<file path="src/hdl/lpc_pkg.sv">
`timescale 1ns / 1ps
// Package for the lidar point curvature block: sizes, register codes and
// the command and status structs between controller and datapath. No dependencies.
package lpc_pkg;
	localparam int NPOINTS = 64;
	localparam int IDX_W = $clog2(NPOINTS);
	localparam int CNT_W = $clog2(NPOINTS + 1);
	localparam int COORD_W = 24;
	localparam int SUM_W = 30;
	localparam int V_W = COORD_W + CNT_W + 1;
	localparam int SQ_W = 2 * V_W + 2;
	localparam int RT_W = SQ_W / 2;
	localparam int DEN_W = 38;
	localparam int NUM_W = RT_W + 24;
	localparam int Q_W = 32;
	localparam logic [15:0] MIN_DEN_RESET = 16'd66;
	localparam logic [0:0] REG_MIN_DEN = 1'b0;

	typedef struct packed {
		logic load;
		logic clear;
		logic rd_en;
		logic [IDX_W-1:0] rd_idx;
		logic calc_start;
	} lpc_cmd_t;

	typedef struct packed {
		logic [CNT_W-1:0] count;
		logic calc_done;
	} lpc_sts_t;
endpackage

</file>
<file path="src/hdl/lpc_ctrl.sv">
`timescale 1ns / 1ps
// Controller of the lidar point curvature block: load phase, per-point
// computation sequencing and output register. Depends on lpc_pkg.
module lpc_ctrl (
	input  logic clk,
	input  logic arst_n,
	input  logic in_valid,
	output logic in_ready,
	input  logic in_last,
	output lpc_pkg::lpc_cmd_t cmd,
	input  lpc_pkg::lpc_sts_t sts,
	input  logic [lpc_pkg::Q_W-1:0] smooth,
	input  logic clamped,
	output logic out_valid,
	input  logic out_ready,
	output logic [lpc_pkg::IDX_W+lpc_pkg::Q_W+1:0] out_data
);
	typedef enum logic [2:0] {S_LOAD, S_READ, S_CALC, S_OUT, S_CLEAR} st_t;

	st_t st_q;
	logic [lpc_pkg::IDX_W-1:0] k_q;
	logic [lpc_pkg::CNT_W-1:0] n_q;
	logic acc;
	logic fits;

	assign in_ready = (st_q == S_LOAD);
	assign acc = in_valid && in_ready;
	assign fits = sts.count < lpc_pkg::CNT_W'(lpc_pkg::NPOINTS);

	always_comb begin
		cmd.load = acc && fits;
		cmd.clear = (st_q == S_CLEAR);
		cmd.rd_en = (st_q == S_READ);
		cmd.rd_idx = k_q;
		cmd.calc_start = (st_q == S_READ);
	end

	always_ff @(posedge clk or negedge arst_n) begin
		if (!arst_n) begin
			st_q <= S_LOAD;
			k_q <= '0;
			n_q <= '0;
			out_valid <= 1'b0;
			out_data <= '0;
		end else begin
			case (st_q)
				S_LOAD: begin
					if (acc && in_last) begin
						k_q <= '0;
						n_q <= fits ? sts.count + 1'b1 : sts.count;
						st_q <= S_READ;
					end
				end
				S_READ: begin
					if (out_valid && out_ready)
						out_valid <= 1'b0;
					st_q <= S_CALC;
				end
				S_CALC: begin
					if (sts.calc_done && (!out_valid || out_ready)) begin
						out_valid <= 1'b1;
						out_data <= {(lpc_pkg::CNT_W'(k_q) + 1'b1 == n_q), clamped, smooth, k_q};
						if (lpc_pkg::CNT_W'(k_q) + 1'b1 == n_q) begin
							st_q <= S_CLEAR;
						end else begin
							k_q <= k_q + 1'b1;
							st_q <= S_READ;
						end
					end else if (out_valid && out_ready) begin
						out_valid <= 1'b0;
					end
				end
				S_CLEAR: begin
					if (out_valid && out_ready)
						out_valid <= 1'b0;
					st_q <= S_OUT;
				end
				S_OUT: begin
					if (!out_valid || out_ready) begin
						out_valid <= 1'b0;
						st_q <= S_LOAD;
					end
				end
				default: st_q <= S_LOAD;
			endcase
		end
	end
endmodule

</file>
<file path="config.mk">
export PLATFORM = sky130hd
export DESIGN_NAME = lpc_ctrl
export DESIGN_NICKNAME = d
export VERILOG_FILES = /design/src/hdl/lpc_pkg.sv /design/src/hdl/lpc_ctrl.sv
export SDC_FILE = /design/constraint.sdc
export NUM_CORES = 1
export LEC_CHECK = 0
export BUFFER_PORTS_ARGS = -buffer_cell sky130_fd_sc_hd__buf_2
export CAP_MARGIN = 20
export CORE_MARGIN = 1.5
export CORE_UTILIZATION = 54
export CTS_CLUSTER_DIAMETER = 100
export DETAILED_ROUTE_END_ITERATION = 12
export GPL_TIMING_DRIVEN = 0
export PLACE_DENSITY = 0.91
export SYNTH_ARGS = -nofsm -noshare
export SYNTH_HDL_FRONTEND = slang
export SYNTH_SLANG_ARGS = --single-unit
</file>
<file path="constraint.sdc">
create_clock -name clk -period 3.9 [get_ports clk]
set_clock_uncertainty 0.15 [all_clocks]
set_input_delay 0.39 -clock clk [delete_from_list [all_inputs] [get_ports clk]]
set_output_delay 0.39 -clock clk [all_outputs]
set_load 0.02 [all_outputs]
</file>
==> reports/results.txt, run 1 <==
Commonest cells post-synth: dfrtp_1 (57), mux2_4 (37), nor2_1 (16)
final antenna-violating net count: 0
Total Routing Usage GR: 22.2%
drt total wl: 6120 um
layout cell share with drive strength beyond 1: 53.2%
post-synthesis sequential area ratio: 50.4%
CP Data Required Time: 3.95 ns
kind of end point of the critical path: flop
Post-synth EDFFs: 0
fin crit share: 61.8%
CP cell instances: ha_1 -> nand3_1 -> nor2_1 -> xnor2_1 -> nand4_4 -> nor4b_1 -> a211o_1
LEAKAGE: 1.92 nW
vias in the first global route: 1966
crit path launch type: flop
CTS tree: built
max-slew violations: 0
delay of the slowest critical-path stage: 0.49 ns
GPL Wtd Cong: 0.814
area delta synth->final: 29.1%
worst r2r path cells: 7
post-synthesis register bit count: 57
max_slew headroom: 62.1%
diode count: 0
clock root buffer: clkbuf_8
Cell Area, Synth: 2830 sq um
Hold Path End: out_data[18]
Cell Pwr Density: 821 nW/um^2
initial antenna violation count: 0
initial core utilization: 55.8%
Hold Crit Class: in -> reg
final hold violation count: 0
critical path class: reg -> reg
Synth area leaders: dfrtp_1 (50%), mux2_4 (20%), xnor2_1 (2.5%)
r2r startpoint: k_q[1]
Yosys warning count: 0
Yosys cell types: 50
ys async rst share: 100%
HPWL after DPL: 4470 um
RSZ-0062 raised after global routing: no
I/O Buffers: 97
Synth top area share: 50.4%
most common cell in the netlist: dfrtp_1
largest buffer count on any clock path: 2
worst-margin pin slew: 0.569 ns
width of the die: 75.4 um
Top FF cell, synth: dfrtp_1
Core Box Area: 5070 sq um
Power, Total: 3.00 mW
largest net degree at the start of global routing: 36
CP arrival: 2.47 ns
fmax: 415 MHz
Hold Path Cell Cnt: 2
die height: 75.4 um
postcts setup bufs: 0
DRC violations left: 0
CTS H-tree depth: 3
DR WL/cell: 15.5 um
final setup fails: 0
I/O pin count: 98
Max IR drop VDD: 0.420 mV
Row Count: 26
R2R Setup Slk: 1.49 ns
Detailed Routing Iterations Pass 1: 4
GRT overflow: 0
critical path's slowest cell: dfrtp_1
hold buffers post-CTS: 1
critical hold path startpoint: smooth[12]
Cells after Synth: 210
status: complete, no violations
Iteration-0 DRC Markers: 106
# resized after CTS: 0
nets@finish: 368
min cycle time layout: 2.41 ns
CTS clk-pin slew, worst paths: 0.07 ns
total negative slack: 0 ns
clock sinks: 57
post-synth top area cell: dfrtp_1
reg2reg end: k_q[4]
Vias/cell: 5.30
crit path max fanout: 9
DIE AREA: 5690 sq um
# Max-Cap Violations: 0
Avg Synthesized Cell Area: 13.5 sq um
first-pass GRT wire length: 9360 um
clock network latency to the later pin of the worst-skew pair: 0.32 ns
total number of vias: 2092
syn_nets: 258
Inserted Clock Buffers: 9
-- kinds of logic after synthesis --
group | synth area share (%)
fa+ha+maj | 0.884
buf+inv | 3.67
compound gates | 8.13
simple gates | 10.7
xor+xnor | 5.08
mux | 21.2
flops | 50.4
-- cells in the final DEF, fill, tap and decap left out, types with 2 or more instances in the layout --
| cell type | netlist | final |
|---|---|---|
| clkinv_2 | 1 | 3 |
| nand2b_1 | 3 | 3 |
| nor2_1 | 16 | 16 |
| clkbuf_8 | 0 | 10 |
| ha_1 | 2 | 2 |
| a22o_1 | 2 | 2 |
| a21oi_1 | 9 | 9 |
| a211o_1 | 2 | 2 |
| xnor2_1 | 8 | 8 |
| clkbuf_2 | 2 | 2 |
| xor2_1 | 4 | 4 |
| nor3_2 | 2 | 2 |
| o2bb2ai_1 | 2 | 2 |
| or3_1 | 2 | 2 |
| mux2_4 | 37 | 37 |
| nand3_1 | 8 | 8 |
| mux2_2 | 3 | 3 |
| buf_6 | 5 | 5 |
| inv_1 | 2 | 2 |
| clkbuf_1 | 1 | 2 |
| buf_2 | 2 | 99 |
| bufinv_16 | 0 | 2 |
| dfrtp_1 | 57 | 57 |
| nor3b_1 | 2 | 2 |
| a21o_1 | 2 | 2 |
| nand2_1 | 9 | 9 |
| o211ai_1 | 2 | 2 |
-- metal layers --
layer	up-vias	GRT usage [%]	wire length [um]	part of all wire, %
met5	-	0	0	0
met4	0	8.73	89	1.5
met3	8	5.56	251	4.1
li1	972	-	-	-
met1	1032	28.4	2540	42
met2	80	36.5	3240	53
-- critical path, delay by kind of cell (launching register included) --
kind | cells | cell delay, ns
AO/OA/AOI/OAI | 1 | 0.28
flip-flops | 1 | 0.49
XOR/XNOR | 1 | 0.19
adder cells (fa/ha/maj) | 1 | 0.38
AND/OR/NAND/NOR | 4 | 0.81
-- through the flow --
stage               area [sq um]  std cells  utilization (%)  hold slack, ns  setup slack, ns
floorplan                   2830        210                -         -0.0556             1.76
global placement            3400        377             67.1           0.307             1.65
detailed placement          3420        378             67.5           0.230             1.59
CTS                         3650        395             72.0           0.125             1.52
global route                3650        395             72.0           0.127             1.32
finish                      3650        395             72.0           0.140             1.49
-- power by group --
part,switching [mW],internal (mW)
clock network,0.227,0.376
registers,0.178,0.847
logic,0.729,0.641
-- cell type report --
class,instances,area [sq um]
tap,70,87.6
timing repair buffer,99,515
sequential,57,1430
clock buffer,11,141
multi-input combinational,138,1300
fill,373,1420
clock inverter,5,78.8
inverter,3,12.5
buffer,12,91.3
-- worst max path at each step --
stage                       from  endpoint  slack (ns)  cells past startpoint
after floorplan           k_q[1]    k_q[4]        1.76                      7
after global placement    k_q[1]    k_q[4]        1.65                      7
after detailed placement  k_q[1]    k_q[4]        1.59                      7
after CTS                 k_q[1]    k_q[4]        1.52                      7
after global routing      k_q[1]    k_q[0]        1.32                      7
final                     k_q[1]    k_q[4]        1.49                      7
-- sequential cells by signal, summed over array words and instances, names as in the netlist --
register and count:
out_data 40, st_q 3, out_valid 1, n_q 7, k_q 6
Note: power is estimated with default switching activity, not from simulation.
==> run 2: changes to the inputs <==
Settings changed: CORE_UTILIZATION 54 to 45, PLACE_DENSITY 0.91 to 0.82.
Clock period 3.9 ns to 2.04 ns, I/O delays scaled along.
==> run 2 against run 1 <==
The run now ends with negative setup slack left; utilization shrank 3.5 points; sequential power grew 88%; worst hold slack lost 0.11 ns; power grew 97%; flip-flop and latch count is the same; largest power group unchanged; global-route usage shrank 2.0 points; non-clock buffer count grew 39.
==> reports/results.txt, run 2 (synthesized netlist as in run 1, its figures left out) <==
CP Data Required Time: 2.15 ns (was 3.95 ns)
nets@finish: 407 (was 368)
min cycle time layout: 2.08 ns (was 2.41 ns)
Hold Path Cell Cnt: 3 (was 2)
metal2 WL: 3360 um (was 3240 um)
Core Box Area: 5990 sq um (was 5070 sq um)
multi-input logic area: 1350 sq um (was 1300 sq um)
DR WL/cell: 14.8 um (was 15.5 um)
clock root buffer: clkbuf_8 (unchanged)
max reg flops: 40 (unchanged)
area delta synth->final: 45.0% (was 29.1%)
first-pass GRT wire length: 10100 um (was 9360 um)
Cell Pwr Density: 1440 nW/um^2 (was 821 nW/um^2)
CTS H-tree depth: 3 (unchanged)
diode count: 0 (unchanged)
I/O pin count: 98 (unchanged)
RSZ-0062 raised after global routing: yes (was no)
DIE AREA: 6780 sq um (was 5690 sq um)
I/O Buffers: 97 (unchanged)
Psw: 2.20 mW (was 1.13 mW)
CTS clk-pin slew, worst paths: 0.06 ns (was 0.07 ns)
status: finished, violations left (was complete, no violations)
GRT overflow: 0 (unchanged)
Max IR drop VDD: 0.890 mV (was 0.420 mV)
CTS tree: built (unchanged)
Register Area: 1430 sq um (about the same)
largest net degree at the start of global routing: 42 (was 36)
met1 WL: 2740 um (was 2540 um)
Hold Path End: out_valid (was out_data[18])
# Max-Cap Violations: 0 (unchanged)
vias in the first global route: 2140 (was 1966)
Total Routing Usage GR: 20.3% (was 22.2%)
largest buffer count on any clock path: 2 (unchanged)
reg2reg end: k_q[0] (was k_q[4])
fin crit share: 102% (was 61.8%)
Sw Ratio: 37.3% (was 37.8%)
Inserted Clock Buffers: 9 (unchanged)
total negative slack: -0.0518 ns (was 0 ns)
final hold violation count: 0 (unchanged)
r2r startpoint: k_q[1] (unchanged)
worst r2r path cells: 7 (unchanged)
initial core utilization: 47.3% (was 55.8%)
fmax: 481 MHz (was 415 MHz)
Row Count: 28 (was 26)
total number of vias: 2158 (was 2092)
pre-CTS setup slack: -0.155 ns (was 1.59 ns)
Vias/cell: 4.92 (was 5.30)
most frequent cells in the layout: buf_2 (99), dfrtp_1 (55), mux2_4 (37) (was buf_2 (99), dfrtp_1 (57), mux2_4 (37))
final antenna-violating net count: 0 (unchanged)
Worst Hold Slack: 0.0334 ns (was 0.140 ns)
CP arrival: 2.19 ns (was 2.47 ns)
critical path class: reg -> reg (unchanged)
Largest Register: out_data (unchanged)
R2R Setup Slk: -0.04 ns (was 1.49 ns)
width of the die: 82.3 um (was 75.4 um)
Top Registers: out_data x40, n_q x7, k_q x6 (unchanged)
GPL Wtd Cong: 0.836 (was 0.814)
most common library cell in the layout ignoring fill and taps: buf_2 (unchanged)
Combinational Power Share: 47.0% (was 45.7%)
HPWL after DPL: 4420 um (was 4470 um)
clock power share: 20.0% (was 20.1%)
crit path launch type: flop (unchanged)
clock sinks: 57 (unchanged)
Hold Crit Class: in -> reg (unchanged)
max layer used: met4 (unchanged)
sequential share of power: 32.9% (was 34.2%)
max_slew headroom: 72.2% (was 62.1%)
layout cell share with drive strength beyond 1: 51.6% (was 53.2%)
drt total wl: 6510 um (was 6120 um)
final setup fails: 3 (was 0)
max-slew violations: 0 (unchanged)
Detailed Routing Iterations Pass 1: 4 (unchanged)
initial antenna violation count: 0 (unchanged)
kind of end point of the critical path: flop (unchanged)
LEAKAGE: 2.10 nW (was 1.92 nW)
die height: 82.3 um (was 75.4 um)
DRC violations left: 0 (unchanged)
Iteration-0 DRC Markers: 101 (was 106)
Internal Power: 3.70 mW (was 1.86 mW)
clock network latency to the later pin of the worst-skew pair: 0.33 ns (was 0.32 ns)
met3 WL: 352 um (was 251 um)
violated checks: negative setup slack
fill count: 439 (was 373)
worst-margin pin slew: 0.417 ns (was 0.569 ns)
critical hold path startpoint: out_ready (was smooth[12])
min setup slack post-route: -0.0374 ns (was 1.49 ns)
crit path max fanout: 5 (was 9)
## run 2: cell types whose count changed in the layout (fill, tap and decap cells not counted), sizes merged
| cell | before | now |
|---|---|---|
| dlygate4sd3 | 1 | 35 |
| buf | 107 | 112 |
| clkinv | 4 | 3 |
| clkinvlp | 0 | 1 |
## run 2: worst max path at each step
stage / from / endpoint / slack (ns) / depth (start not counted)
final: k_q[1] / k_q[0] / -0.04 / 7
after global routing: k_q[1] / k_q[0] / -0.16 / 7
after CTS: k_q[1] / k_q[0] / -0.09 / 7
after detailed placement: k_q[1] / k_q[1] / -0.16 / 7
after global placement: k_q[1] / k_q[0] / -0.09 / 7
after floorplan: k_q[1] / k_q[4] / 0.01 / 6
## run 2: layout make-up
class,count,share of cell area [%]
flip-flops and latches,57,34.8
multi-input cells,138,32.8
repair buffers,138,21.8
clock buffers,11,3.69
plain buffers,12,2.35
well taps,75,2.29
clock inverters,5,1.89
inverters,3,0.305
## run 2: power groups by stage
| stage | sequential [mW] | combinational [mW] | clock, mW |
|---|---|---|---|
| after detailed placement | 1.96 | 2.61 | 0 |
| after floorplan | 2.41 | 1.40 | 0 |
| final | 1.94 | 2.77 | 1.18 |
| after CTS | 1.94 | 2.77 | 1.22 |
| after global routing | 2.01 | 2.99 | 1.27 |
| after global placement | 1.91 | 2.56 | 0 |
## run 2: per-stage QoR
stage / power, mW / instances / area [sq um] / util (%)
6_report: 5.89 / 439 / 4110 / 68.5
4_1_cts: 5.93 / 439 / 4090 / 68.2
2_1_floorplan: 3.81 / 210 / 2840 / -
5_1_grt: 6.27 / 439 / 4110 / 68.5
3_3_place_gp: 4.47 / 382 / 3420 / 57.0
3_5_place_dp: 4.58 / 383 / 3440 / 57.4
## run 2: repair_timing
action / CTS / global route
hold buffers: 35 / 0
pin swaps: 6 / 9
endpoints found under the setup margin: 44 / 9
resized for setup: 8 / 5
buffers inserted: 5 / 0
hold endpoints to repair: 50 / 0
## run 2: layer usage
| layer | up-vias | track usage (%) |
|---|---|---|
| li1 | 1043 | - |
| met1 | 1040 | 23.4 |
| met2 | 67 | 35.0 |
| met3 | 8 | 5.71 |
| met4 | 0 | 8.64 |
| met5 | - | 0 |
## run 2: worst max-delay path, stage by stage (launching register included)
cell and delay (ns):
dfrtp_2 0.43, ha_4 0.18, xor2_1 0.16, o2111ai_1 0.20, o21a_1 0.19, nand4_4 0.16
o41ai_4 0.34, a22o_1 0.20
